<file path="src/dvru_pkg.sv">
`timescale 1ns / 1ps
// ----------------------------------------------------------------------------
// dvru_pkg
// Shared codes, widths and the control token of the route table cell chain.
// ----------------------------------------------------------------------------
package dvru_pkg;

    localparam int KIND_W    = 2;
    localparam int OUTCOME_W = 3;
    localparam int METRIC_W  = 5;
    localparam int RIDX_W    = 4;

    localparam logic [KIND_W-1:0] KIND_LOAD = 2'd0;
    localparam logic [KIND_W-1:0] KIND_ADV  = 2'd1;
    localparam logic [KIND_W-1:0] KIND_READ = 2'd2;

    localparam logic [OUTCOME_W-1:0] OUT_LOADED   = 3'd0;
    localparam logic [OUTCOME_W-1:0] OUT_UPDATED  = 3'd1;
    localparam logic [OUTCOME_W-1:0] OUT_KEPT     = 3'd2;
    localparam logic [OUTCOME_W-1:0] OUT_INSERTED = 3'd3;
    localparam logic [OUTCOME_W-1:0] OUT_DROPPED  = 3'd4;
    localparam logic [OUTCOME_W-1:0] OUT_READ     = 3'd5;

    localparam logic [METRIC_W-1:0] METRIC_INF = 5'd16;

    // Control part of the item token that walks down the chain
    typedef struct packed {
        logic              valid;
        logic [KIND_W-1:0] kind;
        logic              found;    // result captured (match, append or read)
        logic              matched;  // some entry had the advertised destination
        logic              written;  // some matching entry was rewritten
    } tok_ctl_t;

endpackage

</file>
<file path="src/dvru_cell.sv">
`timescale 1ns / 1ps
// ----------------------------------------------------------------------------
// dvru_cell
// One route table entry. Applies the passing item to its entry and hands the
// item, with the running result, to the next cell in the following cycle.
// ----------------------------------------------------------------------------
module dvru_cell #(
    parameter int CELL_IDX = 0,
    parameter int IDX_W    = 4,
    parameter int ID_BITS  = 8
) (
    input  logic                         clk,
    input  logic                         rst_n,
    input  dvru_pkg::tok_ctl_t           ctl_in,
    input  logic [ID_BITS-1:0]           sender_in,
    input  logic [ID_BITS-1:0]           dest_in,
    input  logic [dvru_pkg::METRIC_W-1:0] metric_in,
    input  logic [ID_BITS-1:0]           hop_in,
    input  logic [dvru_pkg::RIDX_W-1:0]  ridx_in,
    input  logic [IDX_W-1:0]             res_idx_in,
    input  logic                         res_valid_in,
    input  logic [ID_BITS-1:0]           res_dest_in,
    input  logic [dvru_pkg::METRIC_W-1:0] res_metric_in,
    input  logic [ID_BITS-1:0]           res_hop_in,
    output dvru_pkg::tok_ctl_t           ctl_out,
    output logic [ID_BITS-1:0]           sender_out,
    output logic [ID_BITS-1:0]           dest_out,
    output logic [dvru_pkg::METRIC_W-1:0] metric_out,
    output logic [ID_BITS-1:0]           hop_out,
    output logic [dvru_pkg::RIDX_W-1:0]  ridx_out,
    output logic [IDX_W-1:0]             res_idx_out,
    output logic                         res_valid_out,
    output logic [ID_BITS-1:0]           res_dest_out,
    output logic [dvru_pkg::METRIC_W-1:0] res_metric_out,
    output logic [ID_BITS-1:0]           res_hop_out
);
    import dvru_pkg::*;

    localparam logic [IDX_W-1:0] MY_IDX = IDX_W'(CELL_IDX);

    logic                valid_reg, valid_next;
    logic [ID_BITS-1:0]  dest_reg, dest_next;
    logic [METRIC_W-1:0] metric_reg, metric_next;
    logic [ID_BITS-1:0]  hop_reg, hop_next;

    tok_ctl_t            ctl_reg, ctl_next;
    logic [ID_BITS-1:0]  sender_reg, tdest_reg, thop_reg;
    logic [METRIC_W-1:0] tmetric_reg;
    logic [RIDX_W-1:0]   ridx_reg;
    logic [IDX_W-1:0]    ridx_out_reg, ridx_out_next;
    logic                rvalid_reg, rvalid_next;
    logic [ID_BITS-1:0]  rdest_reg, rdest_next, rhop_reg, rhop_next;
    logic [METRIC_W-1:0] rmetric_reg, rmetric_next;

    logic match;
    logic append;
    logic read_hit;

    assign match    = ctl_in.valid && (ctl_in.kind == KIND_ADV) && valid_reg
                      && (dest_reg == dest_in);
    // valid entries are contiguous, so the first free cell is the append slot
    assign append   = ctl_in.valid && !ctl_in.found && !valid_reg
                      && ((ctl_in.kind == KIND_LOAD)
                          || ((ctl_in.kind == KIND_ADV) && !ctl_in.matched));
    assign read_hit = ctl_in.valid && (ctl_in.kind == KIND_READ)
                      && (CELL_IDX < (1 << RIDX_W))
                      && (ridx_in == RIDX_W'(CELL_IDX));

    always_comb
    begin
        valid_next    = valid_reg;
        dest_next     = dest_reg;
        metric_next   = metric_reg;
        hop_next      = hop_reg;
        ctl_next      = ctl_in;
        ridx_out_next = res_idx_in;
        rvalid_next   = res_valid_in;
        rdest_next    = res_dest_in;
        rmetric_next  = res_metric_in;
        rhop_next     = res_hop_in;

        if (match) begin
            if (hop_reg == sender_in) begin
                metric_next      = metric_in;
                ctl_next.written = 1'b1;
            end else if (metric_reg > metric_in) begin
                metric_next      = metric_in;
                hop_next         = sender_in;
                ctl_next.written = 1'b1;
            end
            if (!ctl_in.matched) begin
                ctl_next.matched = 1'b1;
                ctl_next.found   = 1'b1;
                ridx_out_next    = MY_IDX;
                rvalid_next      = 1'b1;
                rdest_next       = dest_reg;
                rmetric_next     = metric_next;
                rhop_next        = hop_next;
            end
        end

        if (append) begin
            valid_next     = 1'b1;
            dest_next      = dest_in;
            metric_next    = metric_in;
            hop_next       = hop_in;
            ctl_next.found = 1'b1;
            ridx_out_next  = MY_IDX;
            rvalid_next    = 1'b1;
            rdest_next     = dest_in;
            rmetric_next   = metric_in;
            rhop_next      = hop_in;
        end

        if (read_hit) begin
            ctl_next.found = 1'b1;
            rvalid_next    = valid_reg;
            rdest_next     = valid_reg ? dest_reg : '0;
            rmetric_next   = valid_reg ? metric_reg : '0;
            rhop_next      = valid_reg ? hop_reg : '0;
        end
    end

    always_ff @(posedge clk or negedge rst_n)
    begin
        if (!rst_n) begin
            valid_reg <= 1'b0;
            ctl_reg   <= '0;
        end else begin
            valid_reg <= valid_next;
            ctl_reg   <= ctl_next;
        end
    end

    always_ff @(posedge clk)
    begin
        dest_reg     <= dest_next;
        metric_reg   <= metric_next;
        hop_reg      <= hop_next;
        sender_reg   <= sender_in;
        tdest_reg    <= dest_in;
        tmetric_reg  <= metric_in;
        thop_reg     <= hop_in;
        ridx_reg     <= ridx_in;
        ridx_out_reg <= ridx_out_next;
        rvalid_reg   <= rvalid_next;
        rdest_reg    <= rdest_next;
        rmetric_reg  <= rmetric_next;
        rhop_reg     <= rhop_next;
    end

    assign ctl_out        = ctl_reg;
    assign sender_out     = sender_reg;
    assign dest_out       = tdest_reg;
    assign metric_out     = tmetric_reg;
    assign hop_out        = thop_reg;
    assign ridx_out       = ridx_reg;
    assign res_idx_out    = ridx_out_reg;
    assign res_valid_out  = rvalid_reg;
    assign res_dest_out   = rdest_reg;
    assign res_metric_out = rmetric_reg;
    assign res_hop_out    = rhop_reg;

endmodule

</file>
<file path="src/distance_vector_route_update.sv">
`timescale 1ns / 1ps
// ----------------------------------------------------------------------------
// distance_vector_route_update
// Distance-vector route table built as a chain of one cell per entry.
// An accepted item walks the whole cell chain; the result and the done strobe
// are registered as it leaves the last cell. A new item is taken only after
// that, since busy stays high until the item leaves the last cell.
// Reset clears all entry valid bits and the chain; results cannot be stalled.
// ----------------------------------------------------------------------------
module distance_vector_route_update #(
    parameter int TABLE_ENTRIES = 16,
    parameter int ID_BITS       = 8
) (
    input  logic                           clk,
    input  logic                           rst_n,
    input  logic                           start,
    output logic                           busy,
    input  logic [dvru_pkg::KIND_W-1:0]    kind,
    input  logic [ID_BITS-1:0]             sender_id,
    input  logic [ID_BITS-1:0]             dest_id,
    input  logic [7:0]                     metric_in,
    input  logic [ID_BITS-1:0]             load_hop,
    input  logic [dvru_pkg::RIDX_W-1:0]    read_index,
    output logic                           done,
    output logic [dvru_pkg::OUTCOME_W-1:0] outcome,
    output logic [3:0]                     entry_index,
    output logic                           entry_valid,
    output logic [ID_BITS-1:0]             entry_dest,
    output logic [dvru_pkg::METRIC_W-1:0]  entry_metric,
    output logic [ID_BITS-1:0]             entry_hop
);
    import dvru_pkg::*;

    localparam int IDX_W = (TABLE_ENTRIES > 1) ? $clog2(TABLE_ENTRIES) : 1;

    tok_ctl_t            ctl    [0:TABLE_ENTRIES];
    logic [ID_BITS-1:0]  snd    [0:TABLE_ENTRIES];
    logic [ID_BITS-1:0]  dst    [0:TABLE_ENTRIES];
    logic [METRIC_W-1:0] met    [0:TABLE_ENTRIES];
    logic [ID_BITS-1:0]  hop    [0:TABLE_ENTRIES];
    logic [RIDX_W-1:0]   ridx   [0:TABLE_ENTRIES];
    logic [IDX_W-1:0]    r_idx  [0:TABLE_ENTRIES];
    logic                r_vld  [0:TABLE_ENTRIES];
    logic [ID_BITS-1:0]  r_dst  [0:TABLE_ENTRIES];
    logic [METRIC_W-1:0] r_met  [0:TABLE_ENTRIES];
    logic [ID_BITS-1:0]  r_hop  [0:TABLE_ENTRIES];
    logic [TABLE_ENTRIES:0] tok_valids;

    logic                accept;
    logic [METRIC_W-1:0] metric_sat;
    logic [METRIC_W-1:0] metric_adv;

    logic                busy_reg, busy_next;
    logic                done_reg, done_next;
    logic [OUTCOME_W-1:0] outcome_reg, outcome_next;
    logic [3:0]          idx_reg, idx_next;
    logic                evalid_reg, evalid_next;
    logic [ID_BITS-1:0]  edest_reg, edest_next, ehop_reg, ehop_next;
    logic [METRIC_W-1:0] emetric_reg, emetric_next;

    assign accept     = start && !busy_reg;
    assign metric_sat = (metric_in > 8'(METRIC_INF)) ? METRIC_INF : METRIC_W'(metric_in);
    assign metric_adv = (metric_sat == METRIC_INF) ? METRIC_INF
                                                   : metric_sat + METRIC_W'(1);

    // chain head: item enters cell 0 in the cycle it is accepted
    always_comb
    begin
        ctl[0]       = '0;
        ctl[0].valid = accept;
        ctl[0].kind  = kind;
        met[0]       = (kind == KIND_ADV) ? metric_adv : metric_sat;
        hop[0]       = (kind == KIND_ADV) ? sender_id : load_hop;
    end
    assign snd[0]   = sender_id;
    assign dst[0]   = dest_id;
    assign ridx[0]  = read_index;
    assign r_idx[0] = '0;
    assign r_vld[0] = 1'b0;
    assign r_dst[0] = '0;
    assign r_met[0] = '0;
    assign r_hop[0] = '0;

    genvar g;
    generate
        for (g = 0; g < TABLE_ENTRIES; g++) begin : g_cell
            dvru_cell #(
                .CELL_IDX (g),
                .IDX_W    (IDX_W),
                .ID_BITS  (ID_BITS)
            ) u_cell (
                .clk            (clk),
                .rst_n          (rst_n),
                .ctl_in         (ctl[g]),
                .sender_in      (snd[g]),
                .dest_in        (dst[g]),
                .metric_in      (met[g]),
                .hop_in         (hop[g]),
                .ridx_in        (ridx[g]),
                .res_idx_in     (r_idx[g]),
                .res_valid_in   (r_vld[g]),
                .res_dest_in    (r_dst[g]),
                .res_metric_in  (r_met[g]),
                .res_hop_in     (r_hop[g]),
                .ctl_out        (ctl[g+1]),
                .sender_out     (snd[g+1]),
                .dest_out       (dst[g+1]),
                .metric_out     (met[g+1]),
                .hop_out        (hop[g+1]),
                .ridx_out       (ridx[g+1]),
                .res_idx_out    (r_idx[g+1]),
                .res_valid_out  (r_vld[g+1]),
                .res_dest_out   (r_dst[g+1]),
                .res_metric_out (r_met[g+1]),
                .res_hop_out    (r_hop[g+1])
            );
        end
        for (g = 0; g <= TABLE_ENTRIES; g++) begin : g_vld
            assign tok_valids[g] = ctl[g].valid;
        end
    endgenerate

    // item leaves the last cell: form the result
    always_comb
    begin
        busy_next    = busy_reg;
        done_next    = 1'b0;
        outcome_next = outcome_reg;
        idx_next     = idx_reg;
        evalid_next  = evalid_reg;
        edest_next   = edest_reg;
        emetric_next = emetric_reg;
        ehop_next    = ehop_reg;

        if (accept)
            busy_next = 1'b1;

        if (ctl[TABLE_ENTRIES].valid) begin
            busy_next    = 1'b0;
            done_next    = ctl[TABLE_ENTRIES].kind inside {KIND_LOAD, KIND_ADV, KIND_READ};
            idx_next     = 4'(r_idx[TABLE_ENTRIES]);
            evalid_next  = r_vld[TABLE_ENTRIES];
            edest_next   = r_dst[TABLE_ENTRIES];
            emetric_next = r_met[TABLE_ENTRIES];
            ehop_next    = r_hop[TABLE_ENTRIES];
            case (ctl[TABLE_ENTRIES].kind)
                KIND_LOAD: outcome_next = OUT_LOADED;
                KIND_ADV:
                begin
                    if (ctl[TABLE_ENTRIES].matched)
                        outcome_next = ctl[TABLE_ENTRIES].written ? OUT_UPDATED : OUT_KEPT;
                    else
                        outcome_next = OUT_INSERTED;
                end
                KIND_READ:
                begin
                    outcome_next = OUT_READ;
                    idx_next     = ridx[TABLE_ENTRIES];
                end
                default: outcome_next = outcome_reg;
            endcase
            // table full: report the dropped route
            if ((ctl[TABLE_ENTRIES].kind == KIND_LOAD || ctl[TABLE_ENTRIES].kind == KIND_ADV)
                && !ctl[TABLE_ENTRIES].found) begin
                outcome_next = OUT_DROPPED;
                idx_next     = '0;
                evalid_next  = 1'b0;
                edest_next   = dst[TABLE_ENTRIES];
                emetric_next = met[TABLE_ENTRIES];
                ehop_next    = hop[TABLE_ENTRIES];
            end
        end
    end

    always_ff @(posedge clk or negedge rst_n)
    begin
        if (!rst_n) begin
            busy_reg <= 1'b0;
            done_reg <= 1'b0;
        end else begin
            busy_reg <= busy_next;
            done_reg <= done_next;
        end
    end

    always_ff @(posedge clk)
    begin
        outcome_reg <= outcome_next;
        idx_reg     <= idx_next;
        evalid_reg  <= evalid_next;
        edest_reg   <= edest_next;
        emetric_reg <= emetric_next;
        ehop_reg    <= ehop_next;
    end

    assign busy         = busy_reg;
    assign done         = done_reg;
    assign outcome      = outcome_reg;
    assign entry_index  = idx_reg;
    assign entry_valid  = evalid_reg;
    assign entry_dest   = edest_reg;
    assign entry_metric = emetric_reg;
    assign entry_hop    = ehop_reg;

    // only one item in the chain at a time
    a_one_token: assert property (@(posedge clk) disable iff (!rst_n)
        $onehot0(tok_valids))
        else $error("more than one item in the cell chain");

    a_accept_busy: assert property (@(posedge clk) disable iff (!rst_n)
        accept |=> busy_reg)
        else $error("busy not raised after accept");

    a_exit_idle: assert property (@(posedge clk) disable iff (!rst_n)
        ctl[TABLE_ENTRIES].valid |=> !busy_reg)
        else $error("busy held after item left the chain");

    a_done_idle: assert property (@(posedge clk) disable iff (!rst_n)
        done_reg |-> !busy_reg)
        else $error("result strobed while busy");

endmodule
</file>
<file path="config.mk">
export PLATFORM = sky130hd
export DESIGN_NAME = distance_vector_route_update
export DESIGN_NICKNAME = d
export VERILOG_FILES = /design/src/dvru_pkg.sv /design/src/dvru_cell.sv /design/src/distance_vector_route_update.sv
export SDC_FILE = /design/constraint.sdc
export NUM_CORES = 2
export LEC_CHECK = 0
export ABC_AREA = 1
export BUFFER_PORTS_ARGS = -buffer_cell sky130_fd_sc_hd__buf_2
export CELL_PAD_IN_SITES_DETAIL_PLACEMENT = 1
export CELL_PAD_IN_SITES_GLOBAL_PLACEMENT = 1
export CORE_MARGIN = 8
export CORE_UTILIZATION = 40
export CTS_CLUSTER_DIAMETER = 80
export DETAILED_ROUTE_END_ITERATION = 10
export HOLD_SLACK_MARGIN = 0.12
export PLACE_DENSITY = 0.7
export SYNTH_ARGS = -nofsm -noshare
export SYNTH_HDL_FRONTEND = slang
export SYNTH_SLANG_ARGS = --single-unit
export TNS_END_PERCENT = 5
</file>
<file path="constraint.sdc">
create_clock -name clk -period 3.8 [get_ports clk]
set_clock_uncertainty 0.15 [all_clocks]
set_input_delay 0.95 -clock clk [delete_from_list [all_inputs] [get_ports clk]]
set_output_delay 0.95 -clock clk [all_outputs]
set_load 0.005 [all_outputs]
</file>
==> metrics <==
status completed; Finished Layout Cells 9,285; Sinks on Clock Net 1,400; area share of the largest cell type after synthesis 0.318; fraction of the cycle the final worst path needs 0.867; setup ws final around 510 ps; Synth Area in Adders 0.0186; Synth Area in XOR/XNOR 0.0237; largest family of logic cells by synthesized area simple AND/OR/NAND/NOR gates; Top FF cell, synth dfxtp_1; Reg clk slew, reported paths 60 ps; core area 144,000 µm²; die area around 160,000 µm²; Syn Nets 7,259; Slowest-stage cell, CP dlygate4sd3_1; fin crit period around 3300 ps; clk_lat worst skew 770 ps; Die Wd about 400 µm; nets 7,378; final HPWL from detailed placement 121,000 µm; sequential power share 0.493; post-synth top area cell dfxtp_1; Mapped Area 58,000 µm²; mux share of post-synthesis cell area 0.000777; FF+latch count, synth 1,400; wire per inst 17.9 µm; Hold Buf Count CTS 11; MaxCap Viol Count 0; synth top area cells dfxtp_1 (32%), edfxtp_1 (19%), nand2_1 (19%); Sw Share 0.221; post-route ant nets 0; aggregate global routing overflow 0; Tot GR Track Use 0.209; CTS tree yes; relative slew slack 0.240; setup_tns 0 ps; Lkg Pwr 0.0313 µW; clk root buf clkbuf_16; Seq/Total Area, Yosys 0.556; Psw 7210 µW; syn_area_per_cell 8.13 µm²; crit path DAT 3660 ps; final slew viol count 0; Hold Crit Depth 1; number of buffers created by CTS 151; vias per cell 5.02; Initial Util 0.403; Hold Path Class in -> reg; CTS resizes 0; most common cell in the synthesized netlist nand2_1; asr flop ratio synth 0.0814; fillers around 17,000; Peak Freq 304 MHz; startpoint class of the critical path input port; unrepaired setup endpoints after global routing false; Max Root-Sink Buffers 3; antenna violations before repair 1; critical path class in -> reg; final hold vios 0; Synth Area in Simple Gates 0.304; global-route wire length before repair 268,000 µm; clock network power share 0.477; port bufs 71; number of remaining DRC errors 0; Pre-Repair DR Iteration Count 7; most frequent cells after synthesis nand2_1 (2,902), dfxtp_1 (921), nand3_1 (832); Vias 46,600; Ys Warns 0; vias in the first global route 49,700; Core Rows 139; largest net degree at the start of global routing 72; Slew @ Worst Pin about 1100 ps; Cells after Synth between 7,000 and 8,000; final-report setup violation count 0; combinational share of power 0.031; Setup crit end kind flop; pre-CTS WS -186 ps; Placer Congestion 0.816; crit path max fanout 7; Pwr per Cell Area 493 nW/µm²; Critical Path, Cell by Cell dlygate4sd3_1 -> buf_2 -> nand2_1 -> inv_1 -> nand4_1 -> o21bai_1 -> nand2_1 -> ha_1 -> nand2_1 -> nor2_1 -> buf_4 -> nand2_1 -> nand2_1 -> nand3_1 -> inv_1 -> nand2_1 -> and2_1; Reg2Reg Depth 10; Area growth, synth to finish 13.9%; placed cells 8,990; most frequent CP cell nand2_1; drt total wl between 150,000 and 200,000 µm; Compound-Gate Fraction of Synth Area 0.0353; Peak VDD IR approximately 0.44 mV; 1st-iter DRT viols roughly 2,300; design internal power 25,400 µW; Post-CTS Setup Bufs 0; die height 397 µm; Worst path max stage delay 530 ps; layout cells sized above 1 0.0763; Synth cell types 56; # IOs just over 70; number of flops mapped to enable cells by yosys 365; Worst EP required 4170 ps; H-tree Lvls 4
## power groups by stage
stage	logic, µW	clock network, µW	registers, µW
6_report	1000	15500	16100
5_1_grt	1160	16500	16100
4_1_cts	1010	15900	16100
3_5_place_dp	990	0	16400
3_3_place_gp	942	0	16400
2_1_floorplan	704	0	16200
## routing by layer
| metal | wire (µm) | part of all wire | global-route usage | vias to the layer above |
|---|---|---|---|---|
| li1 | - | - | - | 22900 |
| met1 | 73500 | 0.44 | 0.259 | 22800 |
| met2 | 84500 | 0.51 | 0.379 | 568 |
| met3 | 4190 | 0.025 | 0.0255 | 264 |
| met4 | 3810 | 0.023 | 0.0590 | 0 |
| met5 | 0 | 0 | 0 | - |
## logic make-up after synthesis
kind of cell | after synthesis
buffers and inverters | 913
muxes | 4
AOI/OAI and AO/OA | 380
xor gates and xnor gates | 157
adders and majority gates | 86
and+or+nand+nor | 4192
DFF | 1400
## path summary, 6_finish.rpt
check | startpoint | end | slack (ps)
min reg2reg | g_cell[9].u_cell.ridx_out[1] | g_cell[10].u_cell.ridx_out[1] | 190
max reg2reg | g_cell[5].u_cell.metric_reg[4] | g_cell[5].u_cell.metric_reg[2] | 980
min in group asynchronous | rst_n | g_cell[0].u_cell.ctl_out[4] | 650
max in group asynchronous | rst_n | g_cell[7].u_cell.ctl_out[1] | 2100
min | sender_id[0] | g_cell[0].u_cell.sender_out[0] | 180
max | kind[0] | g_cell[0].u_cell.metric_reg[3] | 510
## per-stage QoR
| stage | utilization | hold slack [ps] | cell area, µm² | total power, µW |
|---|---|---|---|---|
| floorplan | - | 172 | 58000 | 16900 |
| global placement | 0.421 | 180 | 60600 | 17300 |
| detailed placement | 0.421 | 189 | 60600 | 17400 |
| CTS | 0.459 | 126 | 66100 | 33000 |
| global route | 0.459 | 148 | 66100 | 33800 |
| finish | 0.459 | 181 | 66100 | 32600 |
## worst max-delay path, delay by kind of cell
kind	cells	cell delay [ps]
and+or+nand+nor	10	1150
adders and majority gates	1	280
buffers and inverters	5	1100
AOI/OAI and AO/OA	1	160
## area by class of cell
class / count / area (µm²) / area share
Sequential cell: 1400 / 32300 / 0.488
Multi-Input combinational cell: 4819 / 22200 / 0.336
Clock buffer: 225 / 4840 / 0.0733
Inverter: 698 / 2620 / 0.0397
Tap cell: 1903 / 2380 / 0.0360
Timing Repair Buffer: 181 / 1240 / 0.0188
Clock inverter: 58 / 557 / 0.00843
Antenna cell: 1 / 2.50 / 0.0000379
## layout by cell type (no fill, tap or decap), types with 114 or more instances in the layout
master	Yosys	routed
nand2_1	2902	2902
dfxtp_1	921	921
nand3_1	832	832
inv_1	682	682
edfxtp_1	365	365
o21ai_0	260	260
nor2_1	199	196
clkbuf_16	0	177
xnor2_1	148	148
dfrtp_1	114	114
Power figures use the tool's default switching activity.
